### src/rtl/midi_track_event_parser_unit_macros.svh
// assertion macros for the midi track event parser
`ifndef MIDI_TRACK_EVENT_PARSER_UNIT_MACROS_SVH
`define MIDI_TRACK_EVENT_PARSER_UNIT_MACROS_SVH
// implication checked on every clock edge outside reset
`define MTEP_ASSERT_IMP(lbl, a, c) \
  lbl: assert property (@(posedge clk) disable iff (rst) (a) |-> (c)) else $error("lbl");
// next-cycle implication
`define MTEP_ASSERT_NXT(lbl, a, c) \
  lbl: assert property (@(posedge clk) disable iff (rst) (a) |=> (c)) else $error("lbl");
`endif

### src/rtl/mtep_pkg.sv
// shared types, constants and functions of the midi track event parser
package mtep_pkg;

  typedef enum logic [3:0] {
    PH_DELTA, PH_STATUS, PH_DATA1, PH_DATA2, PH_META_TYPE, PH_META_LEN, PH_SKIP,
    PH_TEMPO, PH_END_LEN, PH_ENDED, PH_SYS_LEN, PH_SYS_DATA
  } phase_t;

  typedef enum logic [3:0] {
    EV_NOTEOFF = 4'd0, EV_NOTEON = 4'd1, EV_POLY = 4'd2, EV_CTRL = 4'd3, EV_PROG = 4'd4,
    EV_CHPRESS = 4'd5, EV_BEND = 4'd6, EV_TEMPO = 4'd7, EV_DELTA = 4'd8, EV_END = 4'd9
  } kind_t;

  typedef enum logic [2:0] {
    SQ_IDLE, SQ_DIV, SQ_MUL, SQ_SCALE, SQ_DONE
  } seq_t;

  localparam logic [7:0] META_END = 8'h2F;
  localparam logic [7:0] META_TEMPO = 8'h51;
  localparam logic [7:0] META_SMPTE = 8'h54;
  localparam logic [7:0] META_TIMESIG = 8'h58;
  localparam logic [7:0] META_KEYSIG = 8'h59;
  localparam logic [7:0] SYSEX_END = 8'hF7;
  localparam logic [7:0] SYSEX_START = 8'hF0;
  localparam logic [7:0] META_START = 8'hFF;
  localparam logic [25:0] USEC_PER_MIN = 26'd60000000;
  localparam int DivSteps = 26;

  localparam logic [0:0] REG_DIVISION = 1'b0;
  localparam logic [0:0] REG_TEMPO_NOLEN = 1'b1;

  // result transaction
  typedef struct packed {
    logic [3:0] kind;
    logic [3:0] channel;
    logic [6:0] first_data;
    logic [6:0] second_data;
    logic [29:0] value;
  } result_t;

  // request to the arithmetic unit
  typedef struct packed {
    logic start;
    logic is_tempo;
    logic [27:0] operand;
    logic [2:0] remainder;
  } arith_req_t;

  // answer of the arithmetic unit
  typedef struct packed {
    logic done;
    logic [29:0] value;
    logic [2:0] remainder;
  } arith_rsp_t;

  // data bytes following a status nibble
  function automatic logic [1:0] data_count(input logic [3:0] hi);
    case (hi)
      4'h8, 4'h9, 4'hA, 4'hB, 4'hE: data_count = 2'd2;
      4'hC, 4'hD: data_count = 2'd1;
      default: data_count = 2'd0;
    endcase
  endfunction

endpackage

### src/rtl/mtep_arith.sv
// shared shift-subtract unit: tempo division and delta scaling
module mtep_arith (
  input  logic clk,
  input  logic rst,
  input  logic [15:0] division,
  input  mtep_pkg::arith_req_t req,
  output mtep_pkg::arith_rsp_t rsp
);

  mtep_pkg::seq_t state, state_next;
  logic [4:0] count;
  logic [25:0] quo;
  logic [24:0] rem;
  logic [23:0] divisor;
  logic [33:0] acc;
  logic [2:0] r_out;
  logic is_tempo;
  logic [24:0] trial;
  logic [24:0] shifted;

  // next state
  always_comb begin
    state_next = state;
    case (state)
      mtep_pkg::SQ_IDLE: if (req.start) begin
        if (req.is_tempo && req.operand[23:0] != 24'd0) state_next = mtep_pkg::SQ_DIV;
        else state_next = mtep_pkg::SQ_SCALE;
      end
      mtep_pkg::SQ_DIV: if (count == 5'(mtep_pkg::DivSteps - 1)) state_next = mtep_pkg::SQ_MUL;
      mtep_pkg::SQ_MUL: state_next = mtep_pkg::SQ_SCALE;
      mtep_pkg::SQ_SCALE: state_next = mtep_pkg::SQ_DONE;
      mtep_pkg::SQ_DONE: state_next = mtep_pkg::SQ_IDLE;
      default: state_next = mtep_pkg::SQ_IDLE;
    endcase
  end

  assign shifted = {rem[23:0], quo[25]};
  assign trial = shifted - {1'b0, divisor};

  // outputs
  always_comb begin
    rsp.done = (state == mtep_pkg::SQ_DONE);
    rsp.value = acc[29:0];
    rsp.remainder = r_out;
  end

  always_ff @(posedge clk) begin
    if (rst) begin
      state <= mtep_pkg::SQ_IDLE;
      count <= '0;
    end else begin
      state <= state_next;
      if (state != state_next) count <= '0;
      else count <= count + 5'd1;
    end
    case (state)
      mtep_pkg::SQ_IDLE: begin
        is_tempo <= req.is_tempo;
        rem <= '0;
        r_out <= req.remainder;
        if (req.is_tempo) begin
          quo <= mtep_pkg::USEC_PER_MIN;
          divisor <= req.operand[23:0];
          acc <= 34'd255;
        end else begin
          acc <= {6'd0, req.operand};
        end
      end
      // restoring division, one quotient bit a cycle
      mtep_pkg::SQ_DIV: begin
        if (!trial[24]) begin
          rem <= trial;
          quo <= {quo[24:0], 1'b1};
        end else begin
          rem <= shifted;
          quo <= {quo[24:0], 1'b0};
        end
      end
      // q*100/115 = q*20/23; at q >= 294 the result is capped anyway,
      // below that a reciprocal multiply by 20*5699/2^17 is exact
      mtep_pkg::SQ_MUL: begin
        if (quo >= 26'd294) acc <= 34'd255;
        else acc <= 34'((26'(quo[8:0]) * 26'd113980) >> 17);
      end
      mtep_pkg::SQ_SCALE: begin
        if (is_tempo) begin
          if (divisor == 24'd0) acc <= 34'd255;
          else if (acc > 34'd255) acc <= 34'd255;
          if (division == 16'd24 || division == 16'd60) acc <= 34'((divisor == 24'd0 ||
            acc > 34'd255) ? 34'd255 : acc) >> 1;
          else if (division == 16'd30) acc <= 34'((divisor == 24'd0 ||
            acc > 34'd255) ? 34'd255 : acc) >> 2;
        end else if (acc != 34'd0) begin
          case (division)
            16'd48: begin
              acc <= (acc * 34'd10 + 34'(r_out)) >> 2;
              r_out <= {1'b0, 2'(acc * 34'd10 + 34'(r_out))};
            end
            16'd96: begin
              acc <= (acc * 34'd5 + 34'(r_out)) >> 2;
              r_out <= {1'b0, 2'(acc * 34'd5 + 34'(r_out))};
            end
            16'd192, 16'd240: begin
              acc <= (acc + 34'(r_out)) >> 1;
              r_out <= {2'b0, 1'(acc + 34'(r_out))};
            end
            // divide by 3 through the reciprocal ceil(2^29/3), exact for 28 bits
            16'd288, 16'd360: acc <= 34'((56'(acc[27:0]) * 56'd178956971) >> 29);
            16'd384, 16'd480: begin
              acc <= (acc + 34'(r_out)) >> 2;
              r_out <= {1'b0, 2'(acc + 34'(r_out))};
            end
            16'd768, 16'd960: begin
              acc <= (acc + 34'(r_out)) >> 3;
              r_out <= 3'(acc + 34'(r_out));
            end
            default: acc <= acc;
          endcase
        end
      end
      default: ;
    endcase
  end

endmodule

### src/rtl/midi_track_event_parser_unit.sv
// top level of the midi track event parser
// Usage: one track byte per input transaction on data_byte, with
// track_start high on the first byte of a track. A result transaction
// carries one decoded event: channel message, scaled delta, tempo tick
// increment or end of track. Configuration (ticks_division at index 0,
// tempo_without_length at index 1) is written through cfg_we/cfg_index/cfg_data;
// the user must write it only while the block is idle; the block does not enforce it.
// Path: a channel event or end result is valid the cycle after its byte
// is taken; a delta result passes the request register and the arithmetic
// unit's scale and done states; a tempo result first passes the 26 divider
// steps and the constant scale with its cap, which a zero tempo skips.
// Throughput: one byte at a time; a byte with no result frees the input the
// next cycle, otherwise the input is stalled until the result is taken.
// Reset clears the parse state and configuration; the output is empty.
// When the receiver stalls, the result holds steady and no new byte is taken.
module midi_track_event_parser_unit (
  input  logic clk,
  input  logic rst,
  input  logic in_valid,
  output logic in_stall,
  input  logic [7:0] data_byte,
  input  logic track_start,
  output logic out_valid,
  input  logic out_stall,
  output logic [3:0] event_kind,
  output logic [3:0] channel,
  output logic [6:0] first_data,
  output logic [6:0] second_data,
  output logic [29:0] event_value,
  input  logic cfg_we,
  input  logic cfg_index,
  input  logic [15:0] cfg_data
);
`include "midi_track_event_parser_unit_macros.svh"

  logic [15:0] division;
  logic tempo_nolen;
  mtep_pkg::phase_t phase;
  logic [7:0] running_status;
  logic [7:0] held_data;
  logic [27:0] bytes_left;
  logic [27:0] len_acc;
  logic [23:0] tempo_acc;
  logic [2:0] tick_rem;
  logic busy;
  logic [3:0] pend_kind;
  mtep_pkg::arith_req_t req;
  mtep_pkg::arith_rsp_t rsp;
  logic in_take;

  assign in_stall = busy || out_valid;
  assign in_take = in_valid && !in_stall;

  mtep_arith u_arith (
    .clk(clk), .rst(rst), .division(division), .req(req), .rsp(rsp)
  );

  // configuration
  always_ff @(posedge clk) begin
    if (rst) begin
      division <= '0;
      tempo_nolen <= 1'b0;
    end else if (cfg_we) begin
      if (cfg_index == mtep_pkg::REG_DIVISION) division <= cfg_data;
      else tempo_nolen <= cfg_data[0];
    end
  end

  // byte parser
  always_ff @(posedge clk) begin
    logic [7:0] b;
    logic [27:0] acc_v;
    mtep_pkg::phase_t ph;
    logic [7:0] rs;
    logic [7:0] hd;
    logic [27:0] bl;
    logic [27:0] la;
    logic [23:0] ta;
    logic [2:0] tr;
    logic [1:0] n;
    logic res_valid;
    mtep_pkg::result_t res;
    mtep_pkg::arith_req_t rq;
    b = data_byte;
    acc_v = '0;
    ph = phase;
    rs = running_status;
    hd = held_data;
    bl = bytes_left;
    la = len_acc;
    ta = tempo_acc;
    tr = tick_rem;
    n = '0;
    res_valid = 1'b0;
    res = '0;
    rq = req;
    rq.start = 1'b0;
    if (rst) begin
      phase <= mtep_pkg::PH_DELTA;
      running_status <= '0;
      held_data <= '0;
      bytes_left <= '0;
      len_acc <= '0;
      tempo_acc <= '0;
      tick_rem <= '0;
      busy <= 1'b0;
      out_valid <= 1'b0;
      req <= '0;
    end else begin
      if (out_valid && !out_stall) out_valid <= 1'b0;
      if (busy && rsp.done) begin
        busy <= 1'b0;
        out_valid <= 1'b1;
        event_kind <= pend_kind;
        channel <= '0;
        first_data <= '0;
        second_data <= '0;
        event_value <= rsp.value;
        if (pend_kind == mtep_pkg::EV_DELTA) tick_rem <= rsp.remainder;
      end
      if (in_take) begin
        if (track_start) begin
          ph = mtep_pkg::PH_DELTA;
          rs = '0;
          hd = '0;
          bl = '0;
          la = '0;
          ta = '0;
          tr = '0;
        end
        acc_v = {la[20:0], b[6:0]};
        case (ph)
          mtep_pkg::PH_DELTA: begin
            la = acc_v;
            if (!b[7]) begin
              la = '0;
              ph = mtep_pkg::PH_STATUS;
              busy <= 1'b1;
              pend_kind <= mtep_pkg::EV_DELTA;
              rq = '{start: 1'b1, is_tempo: 1'b0, operand: acc_v, remainder: tr};
            end
          end
          mtep_pkg::PH_STATUS: begin
            if (!b[7]) begin
              n = mtep_pkg::data_count(rs[7:4]);
              ph = mtep_pkg::PH_DELTA;
              if (n == 2'd1) begin
                res_valid = 1'b1;
                res.kind = (rs[7:4] == 4'hC) ? mtep_pkg::EV_PROG : mtep_pkg::EV_CHPRESS;
                res.channel = rs[3:0];
                res.first_data = b[6:0];
              end else if (n == 2'd2) begin
                hd = b;
                ph = mtep_pkg::PH_DATA2;
              end
            end else begin
              if (b != mtep_pkg::META_START) rs = b;
              if (mtep_pkg::data_count(b[7:4]) != 2'd0) ph = mtep_pkg::PH_DATA1;
              else if (b == mtep_pkg::SYSEX_START) ph = mtep_pkg::PH_SYS_LEN;
              else if (b == mtep_pkg::META_START) ph = mtep_pkg::PH_META_TYPE;
              else ph = mtep_pkg::PH_DELTA;
            end
          end
          mtep_pkg::PH_DATA1: begin
            if (mtep_pkg::data_count(rs[7:4]) == 2'd2) begin
              hd = b;
              ph = mtep_pkg::PH_DATA2;
            end else begin
              ph = mtep_pkg::PH_DELTA;
              res_valid = 1'b1;
              res.kind = (rs[7:4] == 4'hC) ? mtep_pkg::EV_PROG : mtep_pkg::EV_CHPRESS;
              res.channel = rs[3:0];
              res.first_data = b[6:0];
            end
          end
          mtep_pkg::PH_DATA2: begin
            ph = mtep_pkg::PH_DELTA;
            res_valid = 1'b1;
            res.channel = rs[3:0];
            res.first_data = hd[6:0];
            res.second_data = b[6:0];
            case (rs[7:4])
              4'h8: res.kind = mtep_pkg::EV_NOTEOFF;
              4'h9: res.kind = (b[6:0] != 7'd0) ? mtep_pkg::EV_NOTEON : mtep_pkg::EV_NOTEOFF;
              4'hA: res.kind = mtep_pkg::EV_POLY;
              4'hB: res.kind = mtep_pkg::EV_CTRL;
              default: res.kind = mtep_pkg::EV_BEND;
            endcase
          end
          mtep_pkg::PH_META_TYPE: begin
            case (b)
              mtep_pkg::META_END: ph = mtep_pkg::PH_END_LEN;
              mtep_pkg::META_TEMPO: begin
                ta = '0;
                bl = tempo_nolen ? 28'd3 : 28'd4;
                ph = mtep_pkg::PH_TEMPO;
              end
              mtep_pkg::META_SMPTE: begin bl = 28'd6; ph = mtep_pkg::PH_SKIP; end
              mtep_pkg::META_TIMESIG: begin bl = 28'd5; ph = mtep_pkg::PH_SKIP; end
              mtep_pkg::META_KEYSIG: begin bl = 28'd3; ph = mtep_pkg::PH_SKIP; end
              default: begin la = '0; ph = mtep_pkg::PH_META_LEN; end
            endcase
          end
          mtep_pkg::PH_META_LEN: begin
            la = acc_v;
            if (!b[7]) begin
              la = '0;
              bl = acc_v;
              ph = (acc_v == 28'd0) ? mtep_pkg::PH_DELTA : mtep_pkg::PH_SKIP;
            end
          end
          mtep_pkg::PH_SKIP: begin
            if (bl <= 28'd1) begin
              bl = '0;
              ph = mtep_pkg::PH_DELTA;
            end else bl = bl - 28'd1;
          end
          mtep_pkg::PH_TEMPO: begin
            ta = {ta[15:0], b};
            if (bl <= 28'd1) begin
              bl = '0;
              ph = mtep_pkg::PH_DELTA;
              busy <= 1'b1;
              pend_kind <= mtep_pkg::EV_TEMPO;
              rq = '{start: 1'b1, is_tempo: 1'b1, operand: {4'd0, ta}, remainder: 3'd0};
            end else bl = bl - 28'd1;
          end
          mtep_pkg::PH_END_LEN: begin
            ph = mtep_pkg::PH_ENDED;
            res_valid = 1'b1;
            res.kind = mtep_pkg::EV_END;
          end
          mtep_pkg::PH_ENDED: ph = mtep_pkg::PH_ENDED;
          mtep_pkg::PH_SYS_LEN: begin
            la = acc_v;
            if (!b[7]) begin
              la = '0;
              bl = (acc_v == 28'd0) ? 28'd1 : acc_v;
              ph = mtep_pkg::PH_SYS_DATA;
            end
          end
          mtep_pkg::PH_SYS_DATA: begin
            if (b == mtep_pkg::SYSEX_END || bl <= 28'd1) begin
              bl = '0;
              ph = mtep_pkg::PH_DELTA;
            end else bl = bl - 28'd1;
          end
          default: ph = mtep_pkg::PH_DELTA;
        endcase
        phase <= ph;
        running_status <= rs;
        held_data <= hd;
        bytes_left <= bl;
        len_acc <= la;
        tempo_acc <= ta;
        tick_rem <= tr;
        if (res_valid) begin
          out_valid <= 1'b1;
          event_kind <= res.kind;
          channel <= res.channel;
          first_data <= res.first_data;
          second_data <= res.second_data;
          event_value <= '0;
        end
      end
      req <= rq;
    end
  end

  `MTEP_ASSERT_IMP(a_no_take_busy, busy, in_stall)
  `MTEP_ASSERT_NXT(a_start_busy, in_take && !track_start && phase == mtep_pkg::PH_TEMPO
    && bytes_left == 28'd1, busy)
  `MTEP_ASSERT_IMP(a_done_busy, rsp.done, busy)

endmodule
### config.mk
export PLATFORM = sky130hd
export DESIGN_NAME = midi_track_event_parser_unit
export DESIGN_NICKNAME = d
export VERILOG_FILES = /design/src/rtl/mtep_pkg.sv /design/src/rtl/mtep_arith.sv /design/src/rtl/midi_track_event_parser_unit.sv
export VERILOG_INCLUDE_DIRS = /design/src /design/src/rtl
export SDC_FILE = /design/constraint.sdc
export NUM_CORES = 2
export LEC_CHECK = 0
export BUFFER_PORTS_ARGS = -buffer_cell sky130_fd_sc_hd__buf_2
export CAP_MARGIN = 15
export CORE_ASPECT_RATIO = 0.6
export CORE_MARGIN = 4
export CORE_UTILIZATION = 54
export CTS_BUF_LIST = sky130_fd_sc_hd__clkbuf_4
export CTS_CLUSTER_SIZE = 40
export DETAILED_ROUTE_END_ITERATION = 12
export GPL_TIMING_DRIVEN = 0
export PLACE_DENSITY = 0.7
export SLEW_MARGIN = 20
export SYNTH_ARGS = -nofsm -noshare
export SYNTH_HDL_FRONTEND = slang
export SYNTH_SLANG_ARGS = --single-unit
export TNS_END_PERCENT = 100
### constraint.sdc
create_clock -name clk -period 21.8 [get_ports clk]
set_clock_uncertainty 0.05 [all_clocks]
set_input_delay 1.09 -clock clk [delete_from_list [all_inputs] [get_ports clk]]
set_output_delay 1.09 -clock clk [all_outputs]
set_load 0.05 [all_outputs]
# Yosys cells after proc, flatten, opt, wreduce, memory -nomap -nowiden
# Index checks and enable logic that the tools add are counted.
[op_classes]
n_mul = 4
div_mod_pow = 0
n_eq_ne = 66
n_mux = 136
bitwise = 3
addsub = 6
shifts = 0
order_cmp = 3
reduce_logical = 49
[op_table]
columns = ["op", "count"]
rows = [
  ["2-to-1 mux 28 bit", 14],
  ["2-to-1 mux 34 bit", 7],
  ["one-hot mux 34 bit (6 select lines)", 1],
  ["one-hot mux 28 bit (5 select lines)", 1],
  ["one-hot mux 28 bit (4 select lines)", 1],
  ["adder 34 x 3 -> 34 bit", 3],
  ["one-hot mux 34 bit (3 select lines)", 1],
  ["one-hot mux 24 bit (2 select lines)", 2],
  ["2-to-1 mux 30 bit", 3],
  ["2-to-1 mux 8 bit", 11],
  ["== test 4 bit, second input constant", 19],
  ["2-to-1 mux 4 bit", 19],
  ["2-to-1 mux 24 bit", 3],
  ["2-to-1 mux 33 bit", 2],
  ["one-hot mux 33 bit (2 select lines)", 1],
  ["== test 16 x 9 -> 1 bit, second input constant", 4],
  ["multiplier 28 x 28 -> 56 bit, second input constant", 1],
  ["one-hot mux 28 bit (2 select lines)", 1],
  ["one-hot mux 26 bit (2 select lines)", 1],
  ["2-to-1 mux 7 bit", 7],
  ["2-to-1 mux 14 bit", 3],
  ["one-hot mux 4 bit (9 select lines)", 1],
  ["greater-than comparator 34 x 8 -> 1 bit, second input constant", 1],
  ["multiplier 34 x 3 -> 33 bit, second input constant", 1],
  ["other kinds (67)", 159],
]
[totals]
in_bits = 31
ramBits = 0
out_inout_bits = 54
n_memories = 0
latchBits = 0
register_bits = 331
elab_cells = 296
mem_bits_ro = 0

# Longest topological paths before layout
[depth]
word_depth = 20
depth_mapped = 26

# Modules after synthesis
# From an unflattened synthesis, not the netlist that was laid out.
[hier_totals]
hier_cells = 4104
area_unflattened_um2 = 36545.0
[by_module_without_submodules]
columns = ["module", "cells_each", "instances", "area_per_inst_um2"]
rows = [
  ["mtep_arith", 2971, 1, 26924.6],
  ["midi_track_event_parser_unit", 1133, 1, 9620.5],
]

# Worst setup path after synthesis
# Ideal clock, no wire load.
[synth_timing]
path_kind = "register to register"
from = "reg division[12]"
to = "reg u_arith.acc[0] (enable)"
synth_period_minus_slack_ns = 7.743
required_time_ns = 21.148
n_path_buf = 0
arrival_ns = 7.091
stages_incl_launch_ff = 10
path_slack_ns = 14.057
setup_ns = 0.602
cell_sequence = "dfxtp_1 > nor2_1 > nand4b_1 > nor4b_1 > nand3_1 > nand4_1 > nor2_1 > a31oi_1 > nor2_1 > a2111oi_0"
[synth_between]
elab_chain_cells = 4
word_cells_on_any_way = 21
cone_classes = "15 x eq/ne; 6 x reduce/logical"
[synth_rtl]
columns = ["element", "line_no", "source"]
rows = [
  ["start: declaration", "midi_track_event_parser_unit.sv:36", "logic [15:0] division;"],
  ["start signal: assignment", "midi_track_event_parser_unit.sv:64", "if (cfg_index == mtep_pkg::REG_DIVISION) division <= cfg_data;"],
  ["== test 16 x 8 -> 1 bit (tied with other cells)", "mtep_arith.sv:94", "case (division)"],
  ["OR reduction 2 bit / logical OR 1 bit (equally long branches)", "mtep_arith.sv:94, mtep_arith.sv:89", ""],
  ["inequality test 8 x 1 -> 1 bit (no line) / inequality test 6 bit (equally long branches)", "n/a", ""],
  ["AND reduction 4 bit (no line) *", "n/a", ""],
  ["end signal: assignment", "mtep_arith.sv:91", "else if (division == 16'd30) acc <= 34'((divisor == 24'd0 ||"],
  ["end signal: assignment", "mtep_arith.sv:96", "acc <= (acc * 34'd10 + 34'(r_out)) >> 2;"],
  ["end signal: assignment", "mtep_arith.sv:100", "acc <= (acc * 34'd5 + 34'(r_out)) >> 2;"],
  ["end: declaration", "mtep_arith.sv:15", "logic [33:0] acc;"],
]
# Mark *: on every way between the ends. The rest lies on a longest branch, timed or not.
# A chain may end at the register's enable or synchronous reset.

# Final worst setup path
[layout_timing]
from = "reg u_arith.acc[1]"
to = "reg u_arith.acc[8] (data pin)"
[layout_between]
elab_chain_cells = 7
word_cells_on_any_way = 15
cone_classes = "3 x add/sub; 3 x mul; 1 x order compare; 7 x mux; 1 x reduce/logical"
[layout_rtl]
columns = ["element", "line_no", "source"]
rows = [
  ["start signal: assignment", "mtep_arith.sv:66", "acc <= {6'd0, req.operand};"],
  ["start signal: assignment", "mtep_arith.sv:83", "else acc <= 34'((26'(quo[8:0]) * 26'd113980) >> 17);"],
  ["start signal: assignment", "mtep_arith.sv:89", "if (division == 16'd24 || division == 16'd60) acc <= 34'((divisor == 24'd0 ||"],
  ["parallel branches: the longest is 5 deep, another holds multiplier 34 x 3 -> 34 bit", "n/a", ""],
  ["2-to-1 mux 34 bit *", "mtep_arith.sv:86", "if (is_tempo) begin"],
  ["one-hot mux 34 bit (3 select lines) *", "mtep_arith.sv:56", "case (state)"],
]
# Mark *: on every way between the ends. The select of a mux whose other input is x is not followed.

==> results.json <==
{
  "status": "complete, no violations",
  "hold_start": "tick_rem[1]$_SDFFE_PP0P_",
  "crit_fanout": 17,
  "syn_nets": 4962,
  "antenna_found_initial": 3,
  "maxCapViolations": 0,
  "wl_um": 135000,
  "cts_buffers": 71,
  "ys_ff_latch": 312,
  "final_nets": 5129,
  "design.portCount": 85,
  "rows": 73,
  "cts_resized": 0,
  "path_class": "reg2reg",
  "clk_path_buf_depth": 3,
  "postSynthAreaPerCell_sq_um": 8.78,
  "synth_edf_count": 165,
  "cp-start-kind": "flop",
  "viasPerCell": 6.30,
  "worstMarginPinSlew_ns": 1.26,
  "drv_slew": 0,
  "drive_above_1_share": 0.0597,
  "grt_pass1_wl_um": 199000,
  "hpwl_um": 110000,
  "core-area_sq_um": 66700,
  "drtAntennaViolNets": 0,
  "critPathCaptureType": "flop",
  "drcViolationCount": 0,
  "grt.overflow.total": 0,
  "reg2reg_from": "u_arith.acc[1]$_DFFE_PP_",
  "path_clk_slew_ns": 0.08,
  "async_reset_ff_frac": 0,
  "grt_pass1_vias": 30758,
  "dieHeight_um": 210,
  "cts_setup_buffers": 0,
  "synth_warnings": 0,
  "setup_viol": 0,
  "cts_tree": "built",
  "synth_cells": 4171,
  "synthToLayoutAreaGrowth_pct": 7.22,
  "grt_max_degree": 34,
  "period_needed_ns": 9.76,
  "wl_per_cell_um": 25.5,
  "holdBufCountCts": 0,
  "cts.sinks": 312,
  "numPortBuffers": 82,
  "grt_usage": 0.369,
  "whs_ns": 0.408,
  "die_area_sq_um": 72200,
  "fmax_mhz": 102,
  "worst_hold_path_type": "reg2reg",
  "synth_area_sq_um": 36600,
  "vias": 33341,
  "htree_levels": 3,
  "timing.setup.tns_ns": 0,
  "synthDistinctLibCells": 97,
  "drt_pass1_iterations": 6,
  "cts-root-buf": "clkbuf_4",
  "seq_area_frac_synth": 0.216,
  "gp_congestion": 1.07,
  "crit_required_ns": 22.23,
  "clkLatencyLatePin_ns": 0.86,
  "cp_data_arrival_time_ns": 10.19,
  "max_slew_margin": 0.152,
  "finalHoldViolCount": 0,
  "synth-main-ff-cell": "edfxtp_1",
  "rsz0062_at_grt": "no",
  "post-route-period-util": 0.448,
  "die_w_um": 344,
  "drt-initial-drc-count": 4702,
  "initial_core_util": 0.549,
  "hold_depth": 2,
  "crit_path_start": "u_arith.acc[1]$_DFFE_PP_",
  "reg2reg_depth": 24
}
-- synthesized netlist by cell type (9+ instances only) --
master / n / area, sq um
o31ai_1: 19 / 143
a2111oi_0: 10 / 87.6
o221ai_1: 19 / 166
clkbuf_1: 140 / 526
o21bai_1: 19 / 143
or4_1: 10 / 75.1
a22o_1: 17 / 149
fa_1: 353 / 7070
edfxtp_1: 165 / 4950
a22oi_1: 92 / 691
and2_1: 28 / 175
xor2_1: 55 / 482
nand4_1: 40 / 250
and3_1: 33 / 206
a21o_1: 61 / 458
nand2b_1: 44 / 275
a31oi_1: 26 / 163
o21ai_0: 154 / 771
o21a_1: 17 / 128
nor4_1: 46 / 288
nand3_1: 90 / 450
nor2b_1: 36 / 225
or3_1: 21 / 131
ha_1: 407 / 5090
a211oi_1: 30 / 225
o211ai_1: 27 / 203
xnor2_1: 126 / 1100
dfxtp_1: 147 / 2940
nand2_1: 320 / 1200
mux2i_1: 36 / 360
a21oi_1: 286 / 1430
a221o_1: 10 / 100
o22ai_1: 18 / 113
a221oi_1: 19 / 166
inv_1: 675 / 2530
nor2_1: 324 / 1220
nor3_1: 78 / 390
or2_2: 9 / 56.3
nand3b_1: 10 / 75.1
nor3b_1: 10 / 75.1
-- critical path, stage by stage (launching register included) --
cell and delay (ns):
edfxtp_1 0.98, ha_1 0.49, xor2_1 0.99, ha_1 0.34, inv_1 0.08, fa_1 0.59, inv_1 0.11, fa_1 0.52
fa_1 0.52, fa_1 0.55, inv_1 0.05, fa_1 0.52, inv_1 0.04, ha_1 0.33, a21o_1 0.17, a21o_1 0.16
a21oi_1 0.25, nand3_1 0.16, o21ai_1 0.68, a211oi_1 0.38, nor2_1 0.29, xor2_1 0.46, o221ai_1 0.31, a21oi_1 0.25
o311ai_0 0.20
-- layout make-up --
cell class                      count  area (sq um)
Fill cell                        6151         27400
Multi-Input combinational cell   3029         25600
Sequential cell                   312          7900
Inverter                          675          2540
Tap cell                          900          1130
Clock buffer                       95           713
Buffer                            155           598
Timing Repair Buffer               94           513
Clock inverter                     30           230
Antenna cell                        4          10.0
-- final timing paths --
check             slack [ns]                        to
setup / recovery       12.04  u_arith.acc[8]$_DFFE_PP_
hold / removal          0.41       req[1]$_SDFFE_PP0P_
setup reg to reg       12.04  u_arith.acc[8]$_DFFE_PP_
hold reg to reg         0.41       req[1]$_SDFFE_PP0P_
-- cells in the final DEF, fill, tap and decap left out, drive strengths merged, types with 17 or more instances in the layout --
master  instances
inv           677
ha            407
fa            353
nor2          324
nand2         320
a21oi         287
clkbuf        236
edfxtp        165
o21ai         159
dfxtp         147
xnor2         127
buf           108
a22oi          92
nand3          90
nor3           80
a21o           62
xor2           55
nor4           48
nand2b         44
nand4          42
nor2b          36
mux2i          36
and3           33
and2           32
a211oi         31
o211ai         27
a31oi          27
clkinv         23
or3            21
o21bai         19
o31ai          19
o221ai         19
a221oi         19
o22ai          18
o21a           17
a22o           17
-- registers in the layout, indices dropped and copies added, names as in the netlist, 21 cells and up --
register / flops
u_arith.quo: 26
req: 33
bytes_left: 28
u_arith.acc: 33
event_value: 30
len_acc: 21
u_arith.rem: 24
u_arith.divisor: 24
-- cells by family after synthesis --
| family | share of synthesized area |
|---|---|
| AND/OR/NAND/NOR | 0.150 |
| multiplexers | 0.0105 |
| buffers and inverters | 0.0855 |
| adder cells (fa/ha/maj) | 0.332 |
| XOR/XNOR | 0.0437 |
| AO/OA/AOI/OAI | 0.162 |
| flip-flops | 0.216 |
-- stage by stage --
step	setup WS (ns)	instance area (sq um)	util	cells
2_1_floorplan	14.06	36600	-	4171
3_3_place_gp	9.54	38100	0.572	5153
3_5_place_dp	11.96	38300	0.574	5165
4_1_cts	11.96	39200	0.588	5290
5_1_grt	11.81	39200	0.589	5293
6_report	12.04	39300	0.589	5294
-- routing by layer --
layer / track usage / up-vias / wire, um / part of all wire
li1: - / 14691 / - / -
met1: 0.596 / 16221 / 62100 / 0.46
met2: 0.436 / 2230 / 47100 / 0.35
met3: 0.180 / 197 / 23700 / 0.18
met4: 0.0504 / 2 / 1910 / 0.014
met5: 0 / - / 13 / 0.000096
Power is left out: the tool's default activity adds up to more than one toggle a clock period on the data nets, which glitch-free logic cannot reach.
